[config.mk]
export PLATFORM = sky130hd
export DESIGN_NAME = symmetric_kl_gaussian_distance
export DESIGN_NICKNAME = d
export VERILOG_FILES = /design/src/rtl/skl_pkg.sv /design/src/rtl/skl_div.sv /design/src/rtl/skl_dp.sv /design/src/rtl/skl_ctrl.sv /design/src/rtl/symmetric_kl_gaussian_distance.sv
export SDC_FILE = /design/constraint.sdc
export NUM_CORES = 2
export LEC_CHECK = 0
export BUFFER_PORTS_ARGS = -buffer_cell sky130_fd_sc_hd__buf_4
export CORE_UTILIZATION = 45
export CTS_CLUSTER_DIAMETER = 40
export DETAILED_ROUTE_END_ITERATION = 7
export GPL_ROUTABILITY_DRIVEN = 1
export MAX_ROUTING_LAYER = met4
export PLACE_DENSITY = 0.71
export RECOVER_POWER = 100
export SLEW_MARGIN = 20
export SYNTH_ARGS = -nofsm -noshare
export SYNTH_HDL_FRONTEND = slang
export SYNTH_SLANG_ARGS = --single-unit
[constraint.sdc]
create_clock -name aclk -period 16.55 [get_ports aclk]
set_clock_uncertainty 0.05 [all_clocks]
set_input_delay 3.31 -clock aclk [delete_from_list [all_inputs] [get_ports aclk]]
set_output_delay 3.31 -clock aclk [all_outputs]
set_load 0.02 [all_outputs]
[src/rtl/skl_pkg.sv]
// ============================================================================
// skl_pkg
// Shared types and constants of the symmetric KL Gaussian distance block.
// ============================================================================
`default_nettype none

package skl_pkg;

    localparam int unsigned VAL_W   = 32;           // means, variances, floor
    localparam int unsigned DIFF_W  = VAL_W + 1;    // exact mean difference
    localparam int unsigned SQ_W    = 2 * VAL_W;    // squared difference, Q32.32
    localparam int unsigned TOT_W   = 48;           // running total, Q32.16
    localparam int unsigned SUM_W   = TOT_W + 2;    // sum of four clamped parts
    localparam int unsigned ACC_W   = SUM_W + 1;    // total plus term
    localparam int unsigned ITER_W  = 7;            // divider step counter
    localparam int unsigned FRAC_W  = 16;           // Q16.16 fraction bits
    localparam int unsigned PADDR_W = 3;

    localparam logic [VAL_W-1:0]  FLOOR_RESET = 32'd655360;   // 10.0
    localparam logic [TOT_W-1:0]  TOTAL_MAX   = {TOT_W{1'b1}};
    localparam logic [SUM_W-1:0]  TWO_Q16     = 50'd131072;   // 2.0
    localparam logic [ITER_W-1:0] RATIO_ITERS = 7'd48;
    localparam logic [ITER_W-1:0] QUOT_ITERS  = 7'd64;

    // Register index taken from paddr[2].
    localparam logic REG_VARIANCE_FLOOR = 1'b0;

    // Which of the four quotients the shared divider is working on.
    typedef enum logic [1:0] {
        DIV_R1 = 2'd0,   // va / vb
        DIV_R2 = 2'd1,   // vb / va
        DIV_Q1 = 2'd2,   // d^2 / va
        DIV_Q2 = 2'd3    // d^2 / vb
    } div_sel_t;

    typedef struct packed {
        logic     capture;    // latch an accepted item
        logic     take_abs;   // magnitude of the mean difference
        logic     square;     // square the magnitude
        logic     div_start;  // launch the divider
        div_sel_t div_sel;    // operand selection
        logic     div_take;   // add the clamped quotient into the sum
        logic     term;       // subtract 2.0 from the sum
        logic     acc;        // fold the term into the running total
    } skl_cmd_t;

    typedef struct packed {
        logic div_done;   // quotient ready this cycle
        logic last;       // current item closes the vector
        logic out_full;   // result register cannot take a new result
    } skl_status_t;

endpackage : skl_pkg

`default_nettype wire

[src/rtl/skl_div.sv]
// ============================================================================
// skl_div
// Restoring radix-2 divider, one quotient bit per cycle, 64 by 32 bits.
// ============================================================================
`default_nettype none

module skl_div
    import skl_pkg::*;
(
    input  wire logic              aclk,
    input  wire logic              aresetn,
    input  wire logic              start,
    input  wire logic [SQ_W-1:0]   dividend,
    input  wire logic [VAL_W-1:0]  divisor,
    input  wire logic [ITER_W-1:0] iters,
    output logic                   done,
    output logic [SQ_W-1:0]        quotient
);

    // The dividend is consumed from the top; quotient bits enter at the bottom.
    logic [SQ_W-1:0]   dvd_reg, dvd_next;
    logic [VAL_W-1:0]  rem_reg, rem_next;
    logic [VAL_W-1:0]  dsr_reg, dsr_next;
    logic [ITER_W-1:0] cnt_reg, cnt_next;
    logic              busy_reg, busy_next;
    logic              done_reg, done_next;

    logic [VAL_W:0]    shifted;
    logic [VAL_W:0]    reduced;
    logic              fits;

    assign shifted = {rem_reg, dvd_reg[SQ_W-1]};
    assign fits    = shifted >= {1'b0, dsr_reg};
    assign reduced = shifted - {1'b0, dsr_reg};

    always_comb begin
        dvd_next  = dvd_reg;
        rem_next  = rem_reg;
        dsr_next  = dsr_reg;
        cnt_next  = cnt_reg;
        busy_next = busy_reg;
        done_next = 1'b0;
        if (start) begin
            dvd_next  = dividend;
            rem_next  = '0;
            dsr_next  = divisor;
            cnt_next  = iters;
            busy_next = 1'b1;
        end else if (busy_reg) begin
            dvd_next = {dvd_reg[SQ_W-2:0], fits};
            rem_next = fits ? reduced[VAL_W-1:0] : shifted[VAL_W-1:0];
            cnt_next = cnt_reg - 1'b1;
            if (cnt_reg == 7'd1) begin
                busy_next = 1'b0;
                done_next = 1'b1;
            end
        end
    end

    always_ff @(posedge aclk) begin
        if (!aresetn) begin
            busy_reg <= 1'b0;
            done_reg <= 1'b0;
            cnt_reg  <= '0;
        end else begin
            busy_reg <= busy_next;
            done_reg <= done_next;
            cnt_reg  <= cnt_next;
        end
    end

    always_ff @(posedge aclk) begin
        dvd_reg <= dvd_next;
        rem_reg <= rem_next;
        dsr_reg <= dsr_next;
    end

    assign done     = done_reg;
    assign quotient = dvd_reg;

endmodule : skl_div

`default_nettype wire

[src/rtl/skl_dp.sv]
// ============================================================================
// skl_dp
// Datapath: operand registers, squarer, shared divider, sum and total.
// ============================================================================
`default_nettype none

module skl_dp
    import skl_pkg::*;
(
    input  wire logic             aclk,
    input  wire logic             aresetn,
    input  wire skl_cmd_t         cmd,
    output skl_status_t           status,
    input  wire logic [VAL_W-1:0] floor_val,
    input  wire logic [VAL_W-1:0] mean_a,
    input  wire logic [VAL_W-1:0] var_a,
    input  wire logic [VAL_W-1:0] mean_b,
    input  wire logic [VAL_W-1:0] var_b,
    input  wire logic             last_coeff,
    output logic                  m_tvalid,
    input  wire logic             m_tready,
    output logic [TOT_W-1:0]      m_tdata,
    output logic                  m_tuser
);

    logic [VAL_W-1:0]  va_reg, vb_reg;
    logic [DIFF_W-1:0] diff_reg;
    logic [VAL_W-1:0]  mag_reg;
    logic [SQ_W-1:0]   d2_reg;
    logic              last_reg;
    logic [SUM_W-1:0]  sum_reg;
    logic [SUM_W-1:0]  term_reg;
    logic [TOT_W-1:0]  total_reg, total_next;
    logic              sat_reg, sat_next;
    logic              ovalid_reg, ovalid_next;
    logic [TOT_W-1:0]  odata_reg;
    logic              ouser_reg;

    logic [VAL_W-1:0]  floor_eff;
    logic [DIFF_W-1:0] diff_abs;
    logic [SQ_W-1:0]   div_dividend;
    logic [VAL_W-1:0]  div_divisor;
    logic [ITER_W-1:0] div_iters;
    logic              div_done;
    logic [SQ_W-1:0]   div_quot;
    logic [TOT_W-1:0]  part;
    logic [ACC_W-1:0]  acc_sum;
    logic              acc_ovf;
    logic [TOT_W-1:0]  acc_total;
    logic              acc_sat;

    // A zero floor still keeps every divisor nonzero.
    assign floor_eff = (floor_val == '0) ? 32'd1 : floor_val;
    assign diff_abs  = diff_reg[DIFF_W-1] ? (~diff_reg + 1'b1) : diff_reg;

    always_comb begin
        case (cmd.div_sel)
            DIV_R1: begin
                div_dividend = {va_reg, {VAL_W{1'b0}}};
                div_divisor  = vb_reg;
                div_iters    = RATIO_ITERS;
            end
            DIV_R2: begin
                div_dividend = {vb_reg, {VAL_W{1'b0}}};
                div_divisor  = va_reg;
                div_iters    = RATIO_ITERS;
            end
            DIV_Q1: begin
                div_dividend = d2_reg;
                div_divisor  = va_reg;
                div_iters    = QUOT_ITERS;
            end
            default: begin
                div_dividend = d2_reg;
                div_divisor  = vb_reg;
                div_iters    = QUOT_ITERS;
            end
        endcase
    end

    skl_div u_div (
        .aclk     (aclk),
        .aresetn  (aresetn),
        .start    (cmd.div_start),
        .dividend (div_dividend),
        .divisor  (div_divisor),
        .iters    (div_iters),
        .done     (div_done),
        .quotient (div_quot)
    );

    // Ratio runs take 48 steps, so only the low 48 bits hold their quotient.
    always_comb begin
        if (cmd.div_sel == DIV_R1 || cmd.div_sel == DIV_R2) begin
            part = div_quot[TOT_W-1:0];
        end else if (div_quot[SQ_W-1:TOT_W] != '0) begin
            part = TOTAL_MAX;
        end else begin
            part = div_quot[TOT_W-1:0];
        end
    end

    assign acc_sum   = {{(ACC_W-TOT_W){1'b0}}, total_reg} + {1'b0, term_reg};
    assign acc_ovf   = acc_sum > {{(ACC_W-TOT_W){1'b0}}, TOTAL_MAX};
    assign acc_total = acc_ovf ? TOTAL_MAX : acc_sum[TOT_W-1:0];
    assign acc_sat   = sat_reg | acc_ovf;

    always_comb begin
        total_next  = total_reg;
        sat_next    = sat_reg;
        ovalid_next = ovalid_reg & ~m_tready;
        if (cmd.acc) begin
            if (last_reg) begin
                total_next  = '0;
                sat_next    = 1'b0;
                ovalid_next = 1'b1;
            end else begin
                total_next = acc_total;
                sat_next   = acc_sat;
            end
        end
    end

    always_ff @(posedge aclk) begin
        if (!aresetn) begin
            total_reg  <= '0;
            sat_reg    <= 1'b0;
            ovalid_reg <= 1'b0;
        end else begin
            total_reg  <= total_next;
            sat_reg    <= sat_next;
            ovalid_reg <= ovalid_next;
        end
    end

    always_ff @(posedge aclk) begin
        if (cmd.capture) begin
            va_reg   <= (var_a < floor_eff) ? floor_eff : var_a;
            vb_reg   <= (var_b < floor_eff) ? floor_eff : var_b;
            diff_reg <= {mean_a[VAL_W-1], mean_a} - {mean_b[VAL_W-1], mean_b};
            last_reg <= last_coeff;
        end
        if (cmd.take_abs) begin
            mag_reg <= diff_abs[VAL_W-1:0];
        end
        if (cmd.square) begin
            d2_reg  <= mag_reg * mag_reg;
            sum_reg <= '0;
        end
        if (cmd.div_take) begin
            sum_reg <= sum_reg + {{(SUM_W-TOT_W){1'b0}}, part};
        end
        if (cmd.term) begin
            term_reg <= (sum_reg >= TWO_Q16) ? (sum_reg - TWO_Q16) : '0;
        end
        if (cmd.acc && last_reg) begin
            odata_reg <= acc_total;
            ouser_reg <= acc_sat;
        end
    end

    assign status.div_done = div_done;
    assign status.last     = last_reg;
    assign status.out_full = ovalid_reg & ~m_tready;

    assign m_tvalid = ovalid_reg;
    assign m_tdata  = odata_reg;
    assign m_tuser  = ouser_reg;

endmodule : skl_dp

`default_nettype wire

[src/rtl/skl_ctrl.sv]
// ============================================================================
// skl_ctrl
// Controller: sequences one item through square, four divisions and summing.
// ============================================================================
`default_nettype none

module skl_ctrl
    import skl_pkg::*;
(
    input  wire logic        aclk,
    input  wire logic        aresetn,
    input  wire logic        s_tvalid,
    output logic             s_tready,
    input  wire skl_status_t status,
    output skl_cmd_t         cmd
);

    typedef enum logic [6:0] {
        ST_IDLE      = 7'b0000001,
        ST_ABS       = 7'b0000010,
        ST_SQUARE    = 7'b0000100,
        ST_DIV_START = 7'b0001000,
        ST_DIV_WAIT  = 7'b0010000,
        ST_TERM      = 7'b0100000,
        ST_ACC       = 7'b1000000
    } state_t;

    state_t   state_reg, state_next;
    div_sel_t sel_reg, sel_next;

    always_comb begin
        state_next = state_reg;
        sel_next   = sel_reg;
        cmd        = '0;
        cmd.div_sel = sel_reg;
        s_tready   = 1'b0;
        case (state_reg)
            ST_IDLE: begin
                s_tready = 1'b1;
                if (s_tvalid) begin
                    cmd.capture = 1'b1;
                    state_next  = ST_ABS;
                end
            end
            ST_ABS: begin
                cmd.take_abs = 1'b1;
                state_next   = ST_SQUARE;
            end
            ST_SQUARE: begin
                cmd.square = 1'b1;
                sel_next   = DIV_R1;
                state_next = ST_DIV_START;
            end
            ST_DIV_START: begin
                cmd.div_start = 1'b1;
                state_next    = ST_DIV_WAIT;
            end
            ST_DIV_WAIT: begin
                if (status.div_done) begin
                    cmd.div_take = 1'b1;
                    case (sel_reg)
                        DIV_R1: begin
                            sel_next   = DIV_R2;
                            state_next = ST_DIV_START;
                        end
                        DIV_R2: begin
                            sel_next   = DIV_Q1;
                            state_next = ST_DIV_START;
                        end
                        DIV_Q1: begin
                            sel_next   = DIV_Q2;
                            state_next = ST_DIV_START;
                        end
                        default: begin
                            state_next = ST_TERM;
                        end
                    endcase
                end
            end
            ST_TERM: begin
                cmd.term   = 1'b1;
                state_next = ST_ACC;
            end
            ST_ACC: begin
                // A closing item waits until the result register is free.
                if (!(status.last && status.out_full)) begin
                    cmd.acc    = 1'b1;
                    state_next = ST_IDLE;
                end
            end
            default: begin
                state_next = ST_IDLE;
            end
        endcase
    end

    always_ff @(posedge aclk) begin
        if (!aresetn) begin
            state_reg <= ST_IDLE;
            sel_reg   <= DIV_R1;
        end else begin
            state_reg <= state_next;
            sel_reg   <= sel_next;
        end
    end

endmodule : skl_ctrl

`default_nettype wire

[src/rtl/symmetric_kl_gaussian_distance.sv]
// ============================================================================
// symmetric_kl_gaussian_distance
// Accumulates the symmetric KL divergence of two diagonal Gaussians.
// ============================================================================
// Each input item on the s_ channel carries one coefficient: both means and
// both variances in Q16.16, with s_tlast marking the last coefficient of a
// vector. Both variances are raised to the variance floor register, then
// va/vb + vb/va + (ma-mb)^2 * (1/va + 1/vb) - 2 is added to a running total.
// On the last item the total goes out on the m_ channel (Q32.16 in m_tdata,
// the saturation flag in m_tuser) and the total is cleared.
// The block works on one item at a time; s_tready stays low from the
// accepting edge until the total is updated. ABS and SQUARE form the
// squared mean difference, the four quotients share one radix-2 divider
// at one bit per cycle (48 steps for each variance ratio and 64 for each
// squared-difference quotient), and TERM and ACC form the term and update
// the total. A result is shown on m_tvalid in the cycle after the total
// update. The result sits in its own register, so the next item is taken
// while it waits; if the receiver still stalls when the next closing item
// finishes, the block holds that item until the register is free. Reset
// clears the total, the flag, the output and the controller, and sets the
// floor to 10.0. The user must write the floor through the APB port only
// while the block is idle; the block itself does not enforce this.
// ============================================================================
`default_nettype none

module symmetric_kl_gaussian_distance
    import skl_pkg::*;
(
    input  wire logic               aclk,
    input  wire logic               aresetn,
    // Configuration port; the variance floor sits at byte address 0.
    input  wire logic               psel,
    input  wire logic               penable,
    input  wire logic               pwrite,
    input  wire logic [PADDR_W-1:0] paddr,
    input  wire logic [31:0]        pwdata,
    output logic [31:0]             prdata,
    output logic                    pready,
    // Input items.
    input  wire logic               s_tvalid,
    output logic                    s_tready,
    input  wire logic [127:0]       s_tdata,  // mean_a, var_a, mean_b, var_b
    input  wire logic               s_tlast,  // last_coeff
    // Result items.
    output logic                    m_tvalid,
    input  wire logic               m_tready,
    output logic [TOT_W-1:0]        m_tdata,  // divergence
    output logic                    m_tuser   // overflowed
);

    skl_cmd_t    cmd;
    skl_status_t status;

    logic [VAL_W-1:0] floor_reg, floor_next;
    logic             cfg_write;

    // The register index is the word address; unknown indexes are ignored.
    assign pready    = 1'b1;
    assign cfg_write = psel & penable & pwrite & pready;

    always_comb begin
        floor_next = floor_reg;
        if (cfg_write && paddr[2] == REG_VARIANCE_FLOOR) begin
            floor_next = pwdata;
        end
    end

    always_ff @(posedge aclk) begin
        if (!aresetn) begin
            floor_reg <= FLOOR_RESET;
        end else begin
            floor_reg <= floor_next;
        end
    end

    assign prdata = (paddr[2] == REG_VARIANCE_FLOOR) ? floor_reg : '0;

    skl_ctrl u_ctrl (
        .aclk     (aclk),
        .aresetn  (aresetn),
        .s_tvalid (s_tvalid),
        .s_tready (s_tready),
        .status   (status),
        .cmd      (cmd)
    );

    skl_dp u_dp (
        .aclk       (aclk),
        .aresetn    (aresetn),
        .cmd        (cmd),
        .status     (status),
        .floor_val  (floor_reg),
        .mean_a     (s_tdata[31:0]),
        .var_a      (s_tdata[63:32]),
        .mean_b     (s_tdata[95:64]),
        .var_b      (s_tdata[127:96]),
        .last_coeff (s_tlast),
        .m_tvalid   (m_tvalid),
        .m_tready   (m_tready),
        .m_tdata    (m_tdata),
        .m_tuser    (m_tuser)
    );

endmodule : symmetric_kl_gaussian_distance

`default_nettype wire

==> out/results.ini <==
[critical_path]
start_kind=register
cp-end-kind=register
worstPathRequired_ns=16.89
cp_max_fo=34
critPathArrivalTime_ns=9.71
crit_type=register to register
r2r_setup_slack_ns=7.18

[placed_design]
dp_hpwl_um=123000
dp.cells=8293
gp_congestion=0.967
io_buffers=251

[layout]
fin_nets=8079
drive_above_1_share_pct=7.75
fin_cells=8454
syn2layout_area_growth_pct=9.73
largest_register_ffs=64
final_core_util_pct=49.9

[clocking]
clock_latency_ns=0.68
cts_setup_buffers=0
cts_buffers=83
cts_hold_buf=0
cts_sinks=570
clk_pin_slew_worst_paths_ns=0.06
ctsResizeCount=0
clk_path_buf_depth=3
root_buffer=clkbuf_16
h-tree-depth=3
cts_tree=yes

[synth]
yosysSeqAreaShare_pct=25.2
synth_top_flop_cell=edfxtp_1
netlist_area_mm2=0.0626
avgSynthCellArea_um2=9.70
synthDistinctLibCells=76
ys_seq_elements=570
postSynthCellCount=6457
synthArstFlopShare_pct=0
yosysWarnings=0
synth_nets=7951
synth_edf_count=438

[outcome]
violations=capacitance limit, slew limit
status=finished with violations

[detailed_routing]
wl_per_cell_um=18.6
viasPerCell=5.37
drt_iter0_markers=3475
dr_total_vias=45400
drc=0
routed_wl_um=158000
firstDrtPassIters=7
antenna_left=0

[timing]
fin_crit_sh_pct=56.6
drv_slew=1214
hold_viol=0
hold_ws_ns=0.441
fmax_ghz=0.107
rsz0062_at_grt=no
tns_ns=0
setup_violations=0
relSlewSlack_pct=-184
tightest_slew_ns=4.26
period_minus_slack_ns=9.37

[die]
rows=136
die_y_um=375
die-area_mm2=0.141
ioPinCount=255
start_util_pct=45.4
fp.coreArea_mm2=0.138
die_w_um=375

[global_routing]
grt_pass1_wl_um=252000
overflow=0
grt_max_degree=93
grt_pass1_vias=47400
grt_antenna_before_repair=6
gr-usage-all-layers_pct=23.2

[worst_hold_path]
hold_path_class=register to register

[run]
maxCapViolCount=25

## metrics by stage
stage          cell area [µm²]  setup WS [ns]
2_1_floorplan            62600           8.95
3_3_place_gp             66300           7.99
3_5_place_dp             66300           7.90
4_1_cts                  69200           7.86
5_1_grt                  68700           6.70
6_report                 68700           7.18
## routing by layer
| layer | part of all wire, % | track usage [%] |
|---|---|---|
| met1 | 45 | 31.0 |
| met2 | 46 | 36.6 |
| met3 | 6.1 | 3.58 |
| met4 | 2.9 | 6.58 |
| met5 | 0 | - |
## synthesized netlist by cell type, types with 7 or more instances
| library cell | n | area share [%] |
|---|---|---|
| inv_1 | 1146 | 6.9 |
| fa_1 | 796 | 25 |
| nand2_1 | 600 | 3.6 |
| ha_1 | 527 | 11 |
| edfxtp_1 | 438 | 21 |
| nor2_1 | 325 | 1.9 |
| a21oi_1 | 278 | 2.2 |
| and2_1 | 260 | 2.6 |
| clkbuf_1 | 244 | 1.5 |
| xnor2_1 | 187 | 2.6 |
| o21ai_0 | 159 | 1.3 |
| a21o_1 | 141 | 1.7 |
| dfxtp_1 | 132 | 4.2 |
| xor2_1 | 104 | 1.5 |
| mux2_2 | 101 | 1.8 |
| nand3_1 | 82 | 0.66 |
| nand4_1 | 66 | 0.66 |
| nor2b_1 | 64 | 0.64 |
| or2_2 | 63 | 0.63 |
| a31oi_1 | 62 | 0.62 |
| nor3_1 | 56 | 0.45 |
| nand2b_1 | 52 | 0.52 |
| a22o_1 | 47 | 0.66 |
| a211oi_1 | 41 | 0.49 |
| a21boi_0 | 41 | 0.49 |
| nor4_1 | 41 | 0.41 |
| o21bai_1 | 35 | 0.42 |
| and3_1 | 34 | 0.34 |
| a22oi_1 | 33 | 0.40 |
| o21a_1 | 27 | 0.32 |
| o31ai_1 | 26 | 0.31 |
| o211ai_1 | 24 | 0.29 |
| mux2i_1 | 20 | 0.32 |
| a31o_2 | 16 | 0.22 |
| or3_1 | 14 | 0.14 |
| buf_1 | 12 | 0.072 |
| nor3b_1 | 11 | 0.13 |
| and4_1 | 10 | 0.14 |
| o41ai_1 | 10 | 0.14 |
| or4_1 | 9 | 0.11 |
| a41oi_1 | 8 | 0.11 |
| a211o_1 | 7 | 0.098 |
| o31a_1 | 7 | 0.098 |
## worst max-delay path: stages (launching register included)
cell,delay (ns)
edfxtp_1,0.32
clkbuf_1,1.43
and2_0,0.75
a31o_2,0.27
fa_1,0.17
inv_1,0.06
fa_1,0.42
fa_1,0.43
inv_1,0.08
fa_1,0.45
fa_1,0.57
fa_1,0.43
fa_1,0.52
ha_1,0.43
a21oi_1,0.22
o21ai_0,0.21
nor2_1,0.20
o2111ai_1,0.33
a211oi_1,0.69
nor3_1,0.13
o41ai_1,0.50
a31oi_1,0.16
nor2_1,0.14
xnor2_1,0.11
## kinds of logic (layout without fill, tap and decap cells)
logic type	count (synthesis)	in the layout	synth area share (%)
multiplexers	121	121	2.14
AND/OR/NAND/NOR	1716	1716	13.4
XOR/XNOR	291	291	4.07
flip-flops	570	570	25.2
AO/OA/AOI/OAI	1024	1024	10.7
adder cells (fa/ha/maj)	1323	1323	36.0
other	1	6	0.00599
buffers and inverters	1411	1609	8.47
## area by class of cell
cell class	instances	area, µm²
Fill cell	12700	69100
Multi-Input combinational cell	4476	41500
Sequential cell	570	15800
Inverter	1147	4310
Tap cell	1794	2240
Clock buffer	92	2130
Timing Repair Buffer	307	1920
Clock inverter	63	792
Antenna cell	5	12.5
## layout by cell type (no fill, tap or decap), types with 47 or more instances in the layout
| cell | instances |
|---|---|
| xor2_1 | 104 |
| inv_1 | 1145 |
| a21o_1 | 141 |
| and2_1 | 255 |
| a22o_1 | 47 |
| mux2_2 | 82 |
| dfxtp_1 | 131 |
| a31oi_1 | 62 |
| nand4_1 | 66 |
| nand2b_1 | 52 |
| ha_1 | 527 |
| or2_2 | 62 |
| fa_1 | 796 |
| o21ai_0 | 161 |
| edfxtp_1 | 438 |
| nand2_1 | 598 |
| xnor2_1 | 187 |
| nand3_1 | 82 |
| a21oi_1 | 278 |
| nor2_1 | 324 |
| clkbuf_16 | 84 |
| nor2b_1 | 63 |
| nor3_1 | 56 |
| clkbuf_1 | 115 |
| buf_4 | 196 |
## worst paths after layout
path                                                 startpoint                               to  depth (start not counted)
worst max-delay path                  u_dp.mag_reg[0]$_DFFE_PP_        u_dp.d2_reg[46]$_DFFE_PP_                         23
worst max register to register        u_dp.mag_reg[0]$_DFFE_PP_        u_dp.d2_reg[46]$_DFFE_PP_                         23
worst min register to register  u_dp.total_reg[14]$_SDFFE_PN0P_  u_dp.total_reg[14]$_SDFFE_PN0P_                          1
worst min-delay path            u_dp.total_reg[14]$_SDFFE_PN0P_  u_dp.total_reg[14]$_SDFFE_PN0P_                          1
Power is left out: the tool's default activity adds up to more than one toggle a clock period on the data nets, which glitch-free logic cannot reach.
